<file path="src/iomst_pkg.sv">
package iomst_pkg;

    typedef enum logic [2:0] {
        ST_MAPPED    = 3'd0,
        ST_ZERO_SIZE = 3'd1,
        ST_FULL      = 3'd2,
        ST_FREED     = 3'd3,
        ST_NOT_FOUND = 3'd4
    } t_status;

    typedef enum logic {
        CMD_CREATE  = 1'b0,
        CMD_DESTROY = 1'b1
    } t_cmd;

    typedef struct packed {
        logic [63:0] virt;
        t_status     status;
    } t_result;

    localparam logic [63:0] PTR_RESET = 64'hFFFF_8000_0000_0000;
    localparam logic [63:0] PAGE_MASK = 64'h0000_0000_0000_0FFF;

endpackage

</file>
<file path="src/io_mapping_slot_table_unit.sv">
// Mapping slot table with a bump allocator for virtual addresses. Each input
// beat is a create or a destroy command and yields exactly one result beat.
// A create takes the lowest free slot by walking the valid bits one slot per
// cycle; a destroy reads the slot memory one entry per cycle through its
// registered read port and compares each entry. A zero-size create or a null
// destroy finishes without a scan. The result then moves into the output
// register. A new command is taken while an earlier result still waits on the
// output.
module io_mapping_slot_table_unit #(
    parameter int SLOTS = 16
) (
    input  logic        i_clk,
    input  logic        i_rst_n,
    input  logic        i_in_valid,
    output logic        o_in_ready,
    input  logic        i_cmd,
    input  logic [31:0] i_region_bytes,
    input  logic [63:0] i_target_virt,
    output logic        o_out_valid,
    input  logic        i_out_ready,
    output logic [63:0] o_mapped_virt,
    output logic [2:0]  o_status
);

    import iomst_pkg::*;

    localparam int AW = (SLOTS > 1) ? $clog2(SLOTS) : 1;

    logic          res_valid;
    logic          res_ready;
    t_result       res;
    logic          ram_we;
    logic [AW-1:0] ram_waddr;
    logic [63:0]   ram_wdata;
    logic [AW-1:0] ram_raddr;
    logic [63:0]   ram_rdata;

    logic          r_out_valid;
    t_result       r_out;

    iomst_scan #(
        .SLOTS(SLOTS),
        .AW   (AW)
    ) u_scan (
        .i_clk         (i_clk),
        .i_rst_n       (i_rst_n),
        .i_in_valid    (i_in_valid),
        .o_in_ready    (o_in_ready),
        .i_cmd         (i_cmd),
        .i_region_bytes(i_region_bytes),
        .i_target_virt (i_target_virt),
        .o_res_valid   (res_valid),
        .i_res_ready   (res_ready),
        .o_res         (res),
        .o_ram_we      (ram_we),
        .o_ram_waddr   (ram_waddr),
        .o_ram_wdata   (ram_wdata),
        .o_ram_raddr   (ram_raddr),
        .i_ram_rdata   (ram_rdata)
    );

    iomst_slot_ram #(
        .DEPTH(SLOTS),
        .AW   (AW)
    ) u_ram (
        .i_clk  (i_clk),
        .i_we   (ram_we),
        .i_waddr(ram_waddr),
        .i_wdata(ram_wdata),
        .i_raddr(ram_raddr),
        .o_rdata(ram_rdata)
    );

    assign res_ready = !r_out_valid || i_out_ready;

    always_ff @(posedge i_clk) begin
        if (!i_rst_n) begin
            r_out_valid <= 1'b0;
        end else begin
            if (res_ready) begin
                r_out_valid <= res_valid;
            end
        end
        if (res_ready && res_valid) begin
            r_out <= res;
        end
    end

    assign o_out_valid   = r_out_valid;
    assign o_mapped_virt = r_out.virt;
    assign o_status      = r_out.status;

endmodule

</file>
<file path="src/iomst_slot_ram.sv">
module iomst_slot_ram #(
    parameter int DEPTH = 16,
    parameter int AW    = 4
) (
    input  logic          i_clk,
    input  logic          i_we,
    input  logic [AW-1:0] i_waddr,
    input  logic [63:0]   i_wdata,
    input  logic [AW-1:0] i_raddr,
    output logic [63:0]   o_rdata
);

    logic [63:0] r_mem [DEPTH];
    logic [63:0] r_rdata;

    always_ff @(posedge i_clk) begin
        if (i_we) begin
            r_mem[i_waddr] <= i_wdata;
        end
        r_rdata <= r_mem[i_raddr];
    end

    assign o_rdata = r_rdata;

endmodule

</file>
<file path="src/iomst_scan.sv">
module iomst_scan #(
    parameter int SLOTS = 16,
    parameter int AW    = 4
) (
    input  logic               i_clk,
    input  logic               i_rst_n,
    input  logic               i_in_valid,
    output logic               o_in_ready,
    input  logic               i_cmd,
    input  logic [31:0]        i_region_bytes,
    input  logic [63:0]        i_target_virt,
    output logic               o_res_valid,
    input  logic               i_res_ready,
    output iomst_pkg::t_result o_res,
    output logic               o_ram_we,
    output logic [AW-1:0]      o_ram_waddr,
    output logic [63:0]        o_ram_wdata,
    output logic [AW-1:0]      o_ram_raddr,
    input  logic [63:0]        i_ram_rdata
);

    import iomst_pkg::*;

    localparam int CW = $clog2(SLOTS + 1);
    localparam logic [CW-1:0] CNT_END  = CW'(SLOTS);
    localparam logic [CW-1:0] CNT_LAST = CW'(SLOTS - 1);
    localparam logic [AW-1:0] IDX_LAST = AW'(SLOTS - 1);

    typedef enum logic [2:0] {
        S_IDLE = 3'b001,
        S_SCAN = 3'b010,
        S_DONE = 3'b100
    } t_state;

    t_state           r_state;
    logic             r_cmd;
    logic [31:0]      r_bytes;
    logic [63:0]      r_target;
    logic [63:0]      r_ptr;
    logic [SLOTS-1:0] r_valid;
    logic [CW-1:0]    r_idx;
    logic             r_cmp_vld;
    logic [AW-1:0]    r_cmp_idx;
    t_result          r_res;

    logic [AW-1:0] idx_a;
    logic          free_here;
    logic          hit;
    logic [63:0]   n_ptr;

    assign idx_a     = r_idx[AW-1:0];
    assign free_here = !r_valid[idx_a];
    assign hit       = r_cmp_vld && r_valid[r_cmp_idx] && (i_ram_rdata == r_target);
    // Advance by the size, then round up to the next 4 KiB page.
    assign n_ptr     = (r_ptr + {32'd0, r_bytes} + PAGE_MASK) & ~PAGE_MASK;

    assign o_in_ready  = (r_state == S_IDLE);
    assign o_res_valid = (r_state == S_DONE);
    assign o_res       = r_res;

    assign o_ram_we    = (r_state == S_SCAN) && (r_cmd == CMD_CREATE) && free_here;
    assign o_ram_waddr = idx_a;
    assign o_ram_wdata = r_ptr;
    assign o_ram_raddr = idx_a;

    always_ff @(posedge i_clk) begin
        if (!i_rst_n) begin
            r_state   <= S_IDLE;
            r_ptr     <= PTR_RESET;
            r_valid   <= '0;
            r_idx     <= '0;
            r_cmp_vld <= 1'b0;
        end else begin
            case (r_state)
                S_IDLE: begin
                    if (i_in_valid) begin
                        r_cmd     <= i_cmd;
                        r_bytes   <= i_region_bytes;
                        r_target  <= i_target_virt;
                        r_idx     <= '0;
                        r_cmp_vld <= 1'b0;
                        if (i_cmd == CMD_CREATE && i_region_bytes == 32'd0) begin
                            r_res   <= '{virt: 64'd0, status: ST_ZERO_SIZE};
                            r_state <= S_DONE;
                        end else if (i_cmd == CMD_DESTROY && i_target_virt == 64'd0) begin
                            r_res   <= '{virt: 64'd0, status: ST_NOT_FOUND};
                            r_state <= S_DONE;
                        end else begin
                            r_res   <= '{virt: 64'd0, status: ST_NOT_FOUND};
                            r_state <= S_SCAN;
                        end
                    end
                end
                S_SCAN: begin
                    if (r_cmd == CMD_CREATE) begin
                        // Walk the valid bits until the lowest free slot turns up or the last slot is checked.
                        if (free_here) begin
                            r_valid[idx_a] <= 1'b1;
                            r_ptr          <= n_ptr;
                            r_res          <= '{virt: r_ptr, status: ST_MAPPED};
                            r_state        <= S_DONE;
                        end else if (r_idx == CNT_LAST) begin
                            r_res.status <= ST_FULL;
                            r_state      <= S_DONE;
                        end else begin
                            r_idx <= r_idx + 1'b1;
                        end
                    end else begin
                        // One read issued per cycle; its data is compared in the next cycle.
                        if (r_idx != CNT_END) begin
                            r_idx     <= r_idx + 1'b1;
                            r_cmp_vld <= 1'b1;
                            r_cmp_idx <= idx_a;
                        end else begin
                            r_cmp_vld <= 1'b0;
                        end
                        if (hit) begin
                            r_valid[r_cmp_idx] <= 1'b0;
                            r_res.status       <= ST_FREED;
                            r_state            <= S_DONE;
                        end else if (r_cmp_vld && r_cmp_idx == IDX_LAST) begin
                            r_state <= S_DONE;
                        end
                    end
                end
                S_DONE: begin
                    r_cmp_vld <= 1'b0;
                    if (i_res_ready) begin
                        r_state <= S_IDLE;
                    end
                end
                default: begin
                    r_state <= S_IDLE;
                end
            endcase
        end
    end

endmodule
</file>
<file path="config.mk">
export PLATFORM = sky130hd
export DESIGN_NAME = io_mapping_slot_table_unit
export DESIGN_NICKNAME = d
export VERILOG_FILES = /design/src/iomst_pkg.sv /design/src/io_mapping_slot_table_unit.sv /design/src/iomst_slot_ram.sv /design/src/iomst_scan.sv
export SDC_FILE = /design/constraint.sdc
export NUM_CORES = 1
export LEC_CHECK = 0
export BUFFER_PORTS_ARGS = -buffer_cell sky130_fd_sc_hd__buf_2
export CELL_PAD_IN_SITES_DETAIL_PLACEMENT = 0
export CELL_PAD_IN_SITES_GLOBAL_PLACEMENT = 2
export CORE_MARGIN = 4
export CORE_UTILIZATION = 45
export CTS_BUF_LIST = sky130_fd_sc_hd__clkbuf_16
export DETAILED_ROUTE_END_ITERATION = 8
export PLACE_DENSITY_LB_ADDON = 0.1
export SETUP_SLACK_MARGIN = 0.2
export SLEW_MARGIN = 10
export SYNTH_ARGS = -nofsm -noshare
export SYNTH_HDL_FRONTEND = slang
export SYNTH_SLANG_ARGS = --single-unit
</file>
<file path="constraint.sdc">
create_clock -name i_clk -period 8.6 [get_ports i_clk]
set_clock_uncertainty 0.05 [all_clocks]
set_input_delay 0 -clock i_clk [delete_from_list [all_inputs] [get_ports i_clk]]
set_output_delay 0 -clock i_clk [all_outputs]
set_load 0.02 [all_outputs]
</file>
Word level (Yosys, flattened, before mapping) --
Memories as Yosys holds them, arrays and structs flattened. A register that Yosys moved wholly into a read port is not among the register bits. Index checks and enable logic that the tools add are counted.
Word-level totals: ROM bits 0, latch bits 0, word-level logic and storage cells 117, RAM bits 832, register bits after elaboration 377, memories kept 1, output and inout bits 69, input port bits 101
Cells by class: add/subtract/negate cells 3, shifts and indexed selects 0, div/mod/pow operators 0, multiply operators 0, equal/unequal tests 20, bitwise logic cells 6, reductions and logical operators 26, magnitude comparators 4, muxes and demuxes 42
Memory list:
- u_ram.r_mem | words 16, width 52, read ports 1, clocked after Yosys merged registers in 1, write ports 1, RTL line iomst_slot_ram.sv:13 | logic [63:0] r_mem [DEPTH];
Operators by type and width (number):
- 67-bit case mux with 2 select lines | 1
- 64-bit two-way mux | 2
- 67-bit two-way mux | 1
- 64-bit by 12-bit adder with 64-bit output (second input constant) | 1
- 64-bit by 32-bit adder with 64-bit output | 1
- 64-bit == test | 1
- 64-bit zero test | 1
- 16-bit two-way mux | 3
- 3-bit two-way mux | 14
- 32-bit zero test | 1
- 5-bit two-way mux | 5
- 16-bit AND | 1
- 16-bit NOT | 1
- 16-bit OR | 1
- 5-bit AND reduction | 3
- 3-bit AND reduction | 4
- 1-bit logical AND | 10
- 4-bit by 5-bit less-than comparator with 1-bit output (second input constant) | 2
- 5-bit case mux with 2 select lines | 1
- 1-bit two-way mux | 9
- 3-bit case mux with 3 select lines | 1
- 1-bit binary-select mux with 4-bit select | 2
- 1-bit demux with 4-bit select | 2
- 4-bit by 1-bit greater-or-equal comparator with 1-bit output (second input constant) | 2
- other kinds (21) | 31

Logic depth before layout (Yosys ltp) --
depth in word-level cells 8, gate-level depth with buffers 13, mapped depth without buffers 10

Hierarchy --
From an unflattened synthesis, not the netlist that was laid out.
Unflattened totals: cell total of the unflattened synthesis 2654, area total of the unflattened synthesis 52572.9 um2
By module, submodules not included:
- iomst_slot_ram | times used 1, area each 39581.7 um2, cells an instance 1647, seq. area each 32030.7 um2
- iomst_scan | times used 1, area each 10921.7 um2, cells an instance 935, seq. area each 6226.0 um2
- io_mapping_slot_table_unit | times used 1, area each 2069.5 um2, cells an instance 72, seq. area each 2031.9 um2

Worst setup path before layout --
OpenSTA, ideal clock, no wires.
path type register to register, start register u_scan.r_state[1], end register u_scan.r_bytes[0], enable pin, arrival time 7150 ps, required time 7876 ps, period minus slack after synthesis 7874 ps, slack 726 ps, setup time 674 ps, stages on the path, launching flop included 3, buffers on the path 0, path through dfxtp_1 -> nand3b_1 -> nor3_1
Between the ends: cells in the longest elaborated chain, start to end 2
Ends and longest elaborated chain:
- start: declaration | RTL line iomst_scan.sv:35 | t_state r_state;
- start signal: assignment | RTL line iomst_scan.sv:68 | r_state <= S_IDLE;
- start signal: assignment | RTL line iomst_scan.sv:84 | r_state <= S_DONE;
- start signal: assignment | RTL line iomst_scan.sv:87 | r_state <= S_DONE;
- 3-bit by 1-bit == test with 1-bit output | RTL line iomst_scan.sv:74 | case (r_state)
- 3-bit AND reduction (no line)
- end signal: assignment | RTL line iomst_scan.sv:78 | r_bytes <= i_region_bytes;
- end: declaration | RTL line iomst_scan.sv:37 | logic [31:0] r_bytes;
No other way between the ends. A chain may end at the register's enable or synchronous reset.

Worst setup path after layout --
start register u_scan.r_idx[2], end memory u_ram.r_mem[12][28] in the netlist's numbering, enable pin
Between the ends: cells in the longest elaborated chain, start to end 6
Ends and longest elaborated chain:
- start: declaration | RTL line iomst_scan.sv:41 | logic [CW-1:0] r_idx;
- start signal: assignment | RTL line iomst_scan.sv:106 | r_idx <= r_idx + 1'b1;
- start signal: assignment | RTL line iomst_scan.sv:111 | r_idx <= r_idx + 1'b1;
- 1-bit binary-select mux with 4-bit select | RTL line iomst_scan.sv:52 | assign free_here = !r_valid[idx_a];
- 1-bit two-way mux (not written as such) | RTL line iomst_scan.sv:52
- 1-bit zero test | RTL line iomst_scan.sv:52
- 1-bit logical AND | RTL line iomst_scan.sv:61 | assign o_ram_we = (r_state == S_SCAN) && (r_cmd == CMD_CREATE) && free_here;
- 1-bit two-way mux | RTL line iomst_slot_ram.sv:17 | if (i_we) begin
- 1-bit two-way mux (not written as such) | RTL line iomst_slot_ram.sv:18 | r_mem[i_waddr] <= i_wdata;
- end: declaration | RTL line iomst_slot_ram.sv:13
Several ways; a longest one is shown, not always the timed one. The select of a mux whose other input is x is not followed.

==> summary.md <==
| Metric | Value |
|---|---|
| R2R Setup Slk | 4.10 ns |
| Root Buffer | clkbuf_16 |
| Remaining DRCs | 0 |
| Unrepaired setup endpoints after global routing | no |
| Io pins | 170 |
| Synth Instances | 2181 |
| Library cells used by synthesis | 54 |
| Core ar. | 97300 µm² |
| Met1 wire length | 51400 µm |
| Post-CTS setup buffer count | 0 |
| Synth warn | 0 |
| Post-layout min period | 4.50 ns |
| Hold path depth | 2 |
| Clock-pin slew on the worst setup and hold paths | about 0.060 ns |
| Maximum VDD drop | 0.164 mV |
| Die Y | 322 µm |
| Worst hold endpoint | u_scan.r_target[36]$_DFFE_PP_ |
| Post-synthesis sequential area ratio | between 70% and 80% |
| Status | complete, no violations |
| Non-filler cells, final | slightly below 4k |
| Final core occ | a little over half |
| CP Capture Type | flop |
| Uppermost routed layer | met4 |
| Layout area overhead | 18.9% |
| Total CTS buffers | 121 |
| Max Cap Viol | 0 |
| Max Fclk | 0.222 GHz |
| Worst setup SP type | flop |
| Gp weighted congestion | 0.786 |
| Placed cells | 3559 |
| Hold Crit Class | in -> reg |
| Clock tree from TritonCTS | yes |
| Via count | approximately 23k |
| Vias in the first global route | 23.4k |
| Crit-path max cell delay | 0.79 ns |
| Leak Pwr | ~18 nW |
| CP Buf/Inv Count | 2 |
| WS Path Type | reg -> reg |
| Clock Sinks | 1173 |
| Wire per inst | approximately 29 µm |
| Delay-heaviest family, CP | multiplexers |
| Pwr/cell area | 223 nW/µm² |
| Die area | 104000 µm² |
| Cts repair resizes | 0 |
| Worst-Skew Late Latency | roughly 0.70 ns |
| CP Data Arrival Time | around 4.8 ns |
| Initial Util | 45.6% |
| DR iter-0 viols | 2041 |
| CP required | 8.87 ns |
| Largest net degree at the start of global routing | ~140 |
| Worst reg2reg path depth | 7 |
| Total GRT Usage | 22.3% |
| RR Endpoint | u_ram.r_mem[12][28]$_DFFE_PP_ |
| EDFF count, synth | approximately 1.0k |
| Top_reg_cell synth | edfxtp_1 |
| Routed Antenna Nets | 0 |
| Slowest-stage cell, CP | dfxtp_4 |
| Rows | 114 |
| Post-synth ARST share | 0% |
| Metal3 WL | 7160 µm |
| Final WL | 115000 µm |
| Hold Buf Count CTS | 188 |
| Die X | around 320 µm |
| Final worst path period share | 52.3% |
| Mapped Area | 44400 µm² |
| Max Buffers Root-to-Sink | 3 |
| Setup-failing EPs final | 0 |
| Worst Max-Slew Pin Slew | 1.33 ns |
| I/O Buffers | between 150 and 200 |
| Fin Hold WS | around 0.049 ns |
| Initial antenna violation count | 8 |
| Worst slew margin | a little over a tenth |
| Final Hold Fails | 0 |
| FF+latch count, synth | between 1k and 1.5k |
| First drt pass iteration count | 5 |
| Max Transition Viols Final | 0 |
| HPWL Detailed | between 60000 and 70000 µm |
| H-tree depth | 3 |
| Average cell area after synthesis | 20.4 µm² |
| Share of layout cells above drive strength 1 | 25.4% |
| Worst R2R Start | u_scan.r_idx[2]$_SDFFE_PN0P_ |
| Gr ovfl total | 0 |
| Hold_sp | i_target_virt[36] |
| Crit path cell chain | mux4_2 > mux4_2 > nor3_2 > buf_4 > nand2_1 > nor2_4 > buf_4 |
| Vias per cell | 5.69 |
| Nets | ~2.7k |
| First-pass GRT wire length | roughly 170000 µm |
| Setup_tns | 0 ns |
| Routed length on met2 | 54000 µm |
| CP max FO | 34 |
placed cells by master, fill, tap and decap left out, types with 18 or more instances in the layout:
| cell | synthesis | layout |
|---|---|---|
| edfxtp_1 | 1043 | 1043 |
| mux4_2 | 269 | 269 |
| dlygate4sd3_1 | 0 | 188 |
| buf_2 | 2 | 157 |
| dfxtp_1 | 130 | 126 |
| clkbuf_16 | 0 | 122 |
| nand2_1 | 81 | 81 |
| xnor2_1 | 73 | 73 |
| nor2_1 | 70 | 65 |
| a21oi_1 | 54 | 53 |
| and2_1 | 46 | 46 |
| inv_1 | 19 | 41 |
| buf_4 | 13 | 40 |
| clkinv_1 | 0 | 30 |
| nor4_1 | 32 | 29 |
| nand4_1 | 28 | 28 |
| o21ai_0 | 25 | 25 |
| ha_1 | 25 | 25 |
| xor2_1 | 20 | 20 |
| bufinv_16 | 0 | 19 |
| clkinv_2 | 0 | 19 |
| nand3_1 | 18 | 18 |
| a211oi_1 | 18 | 18 |
worst reg2reg max path: stages (launching register included):
cell,delay (ns)
dfxtp_4,0.79
mux4_2,0.60
mux4_2,0.56
nor3_2,0.15
buf_4,0.39
nand2_1,0.19
nor2_4,0.68
buf_4,0.67
per-layer routing:
| metal | vias to the layer above | GRT usage, % |
|---|---|---|
| met5 | - | 0 |
| met4 | 0 | 5.08 |
| met3 | 144 | 3.86 |
| met2 | 723 | 35.1 |
| met1 | 12100 | 33.0 |
| li1 | 9720 | - |
cell usage after synthesis, types with 18 or more instances:
master	n	share of area, %
nor2_1	70	0.59
xnor2_1	73	1.4
inv_1	19	0.16
ha_1	25	0.70
nand3_1	18	0.20
edfxtp_1	1043	71
nand2_1	81	0.68
o21ai_0	25	0.28
nor4_1	32	0.45
a21oi_1	54	0.61
nor3_1	18	0.20
nand4_1	28	0.39
clkbuf_1	61	0.52
and2_1	46	0.65
mux4_2	269	14
buf_1	31	0.26
dfxtp_1	130	5.9
a211oi_1	18	0.30
xor2_1	20	0.39
kinds of logic (layout without fill, tap and decap cells):
logic type | Yosys count | count (layout) | share of synthesized area (%)
fa+ha+maj | 25 | 25 | 0.704
xor+xnor | 93 | 93 | 1.83
buf+inv | 126 | 637 | 1.18
other cells | 1 | 13 | 0.00845
mux | 271 | 271 | 13.7
flops | 1173 | 1173 | 76.4
simple gates | 347 | 347 | 4.02
compound gates | 145 | 145 | 2.16
worst max-delay path by stage:
stage / cells past startpoint / slack [ns] / to / from
after floorplan: 2 / 0.73 / u_scan.r_bytes[0]$_DFFE_PP_ / u_scan.r_state[1]$_SDFFE_PN0P_
after global placement: 7 / 4.06 / u_ram.r_mem[12][30]$_DFFE_PP_ / u_scan.r_idx[2]$_SDFFE_PN0P_
after detailed placement: 7 / 4.04 / u_ram.r_mem[12][30]$_DFFE_PP_ / u_scan.r_idx[2]$_SDFFE_PN0P_
after CTS: 7 / 4.00 / u_ram.r_mem[12][22]$_DFFE_PP_ / u_scan.r_idx[2]$_SDFFE_PN0P_
after global routing: 7 / 3.82 / u_ram.r_mem[12][33]$_DFFE_PP_ / u_scan.r_idx[2]$_SDFFE_PN0P_
final: 7 / 4.10 / u_ram.r_mem[12][28]$_DFFE_PP_ / u_scan.r_idx[2]$_SDFFE_PN0P_
sequential cells by signal (all words and copies together), names as in the netlist:
register            flops
u_scan.r_state          3
u_scan.r_cmp_idx        4
u_scan.r_cmp_vld        1
u_ram.o_rdata          52
u_scan.r_bytes         32
u_scan.r_cmd            1
o_status                3
u_scan.r_valid         16
u_ram.r_mem           832
o_out_valid             1
u_scan.o_res           55
u_scan.r_target        64
u_scan.o_ram_wdata     52
o_mapped_virt          52
u_scan.r_idx            5
cell type report:
class,count,area (µm²)
antenna,1,2.50
clock buffer,122,3050
clock inverter,110,1030
fill,7524,44500
inverter,19,71.3
multi-input combinational,893,10100
sequential,1173,33900
tap,1276,1600
timing repair buffer,386,2990
through the flow:
| step | setup slack [ns] | total power [mW] | cell area (µm²) |
|---|---|---|---|
| 2_1_floorplan | 0.726 | 6.41 | 44400 |
| 3_3_place_gp | 4.06 | 6.51 | 46800 |
| 3_5_place_dp | 4.04 | 6.51 | 46800 |
| 4_1_cts | 4.00 | 11.9 | 52800 |
| 5_1_grt | 3.82 | 12.1 | 52800 |
| 6_report | 4.10 | 11.8 | 52800 |
power breakdown:
part           total (mW)  internal, mW  switching, mW
combinational       0.251         0.118          0.133
sequential           6.20          6.17         0.0280
clock                5.32          3.14           2.18
No activity file was read; power rests on OpenSTA's default activity.
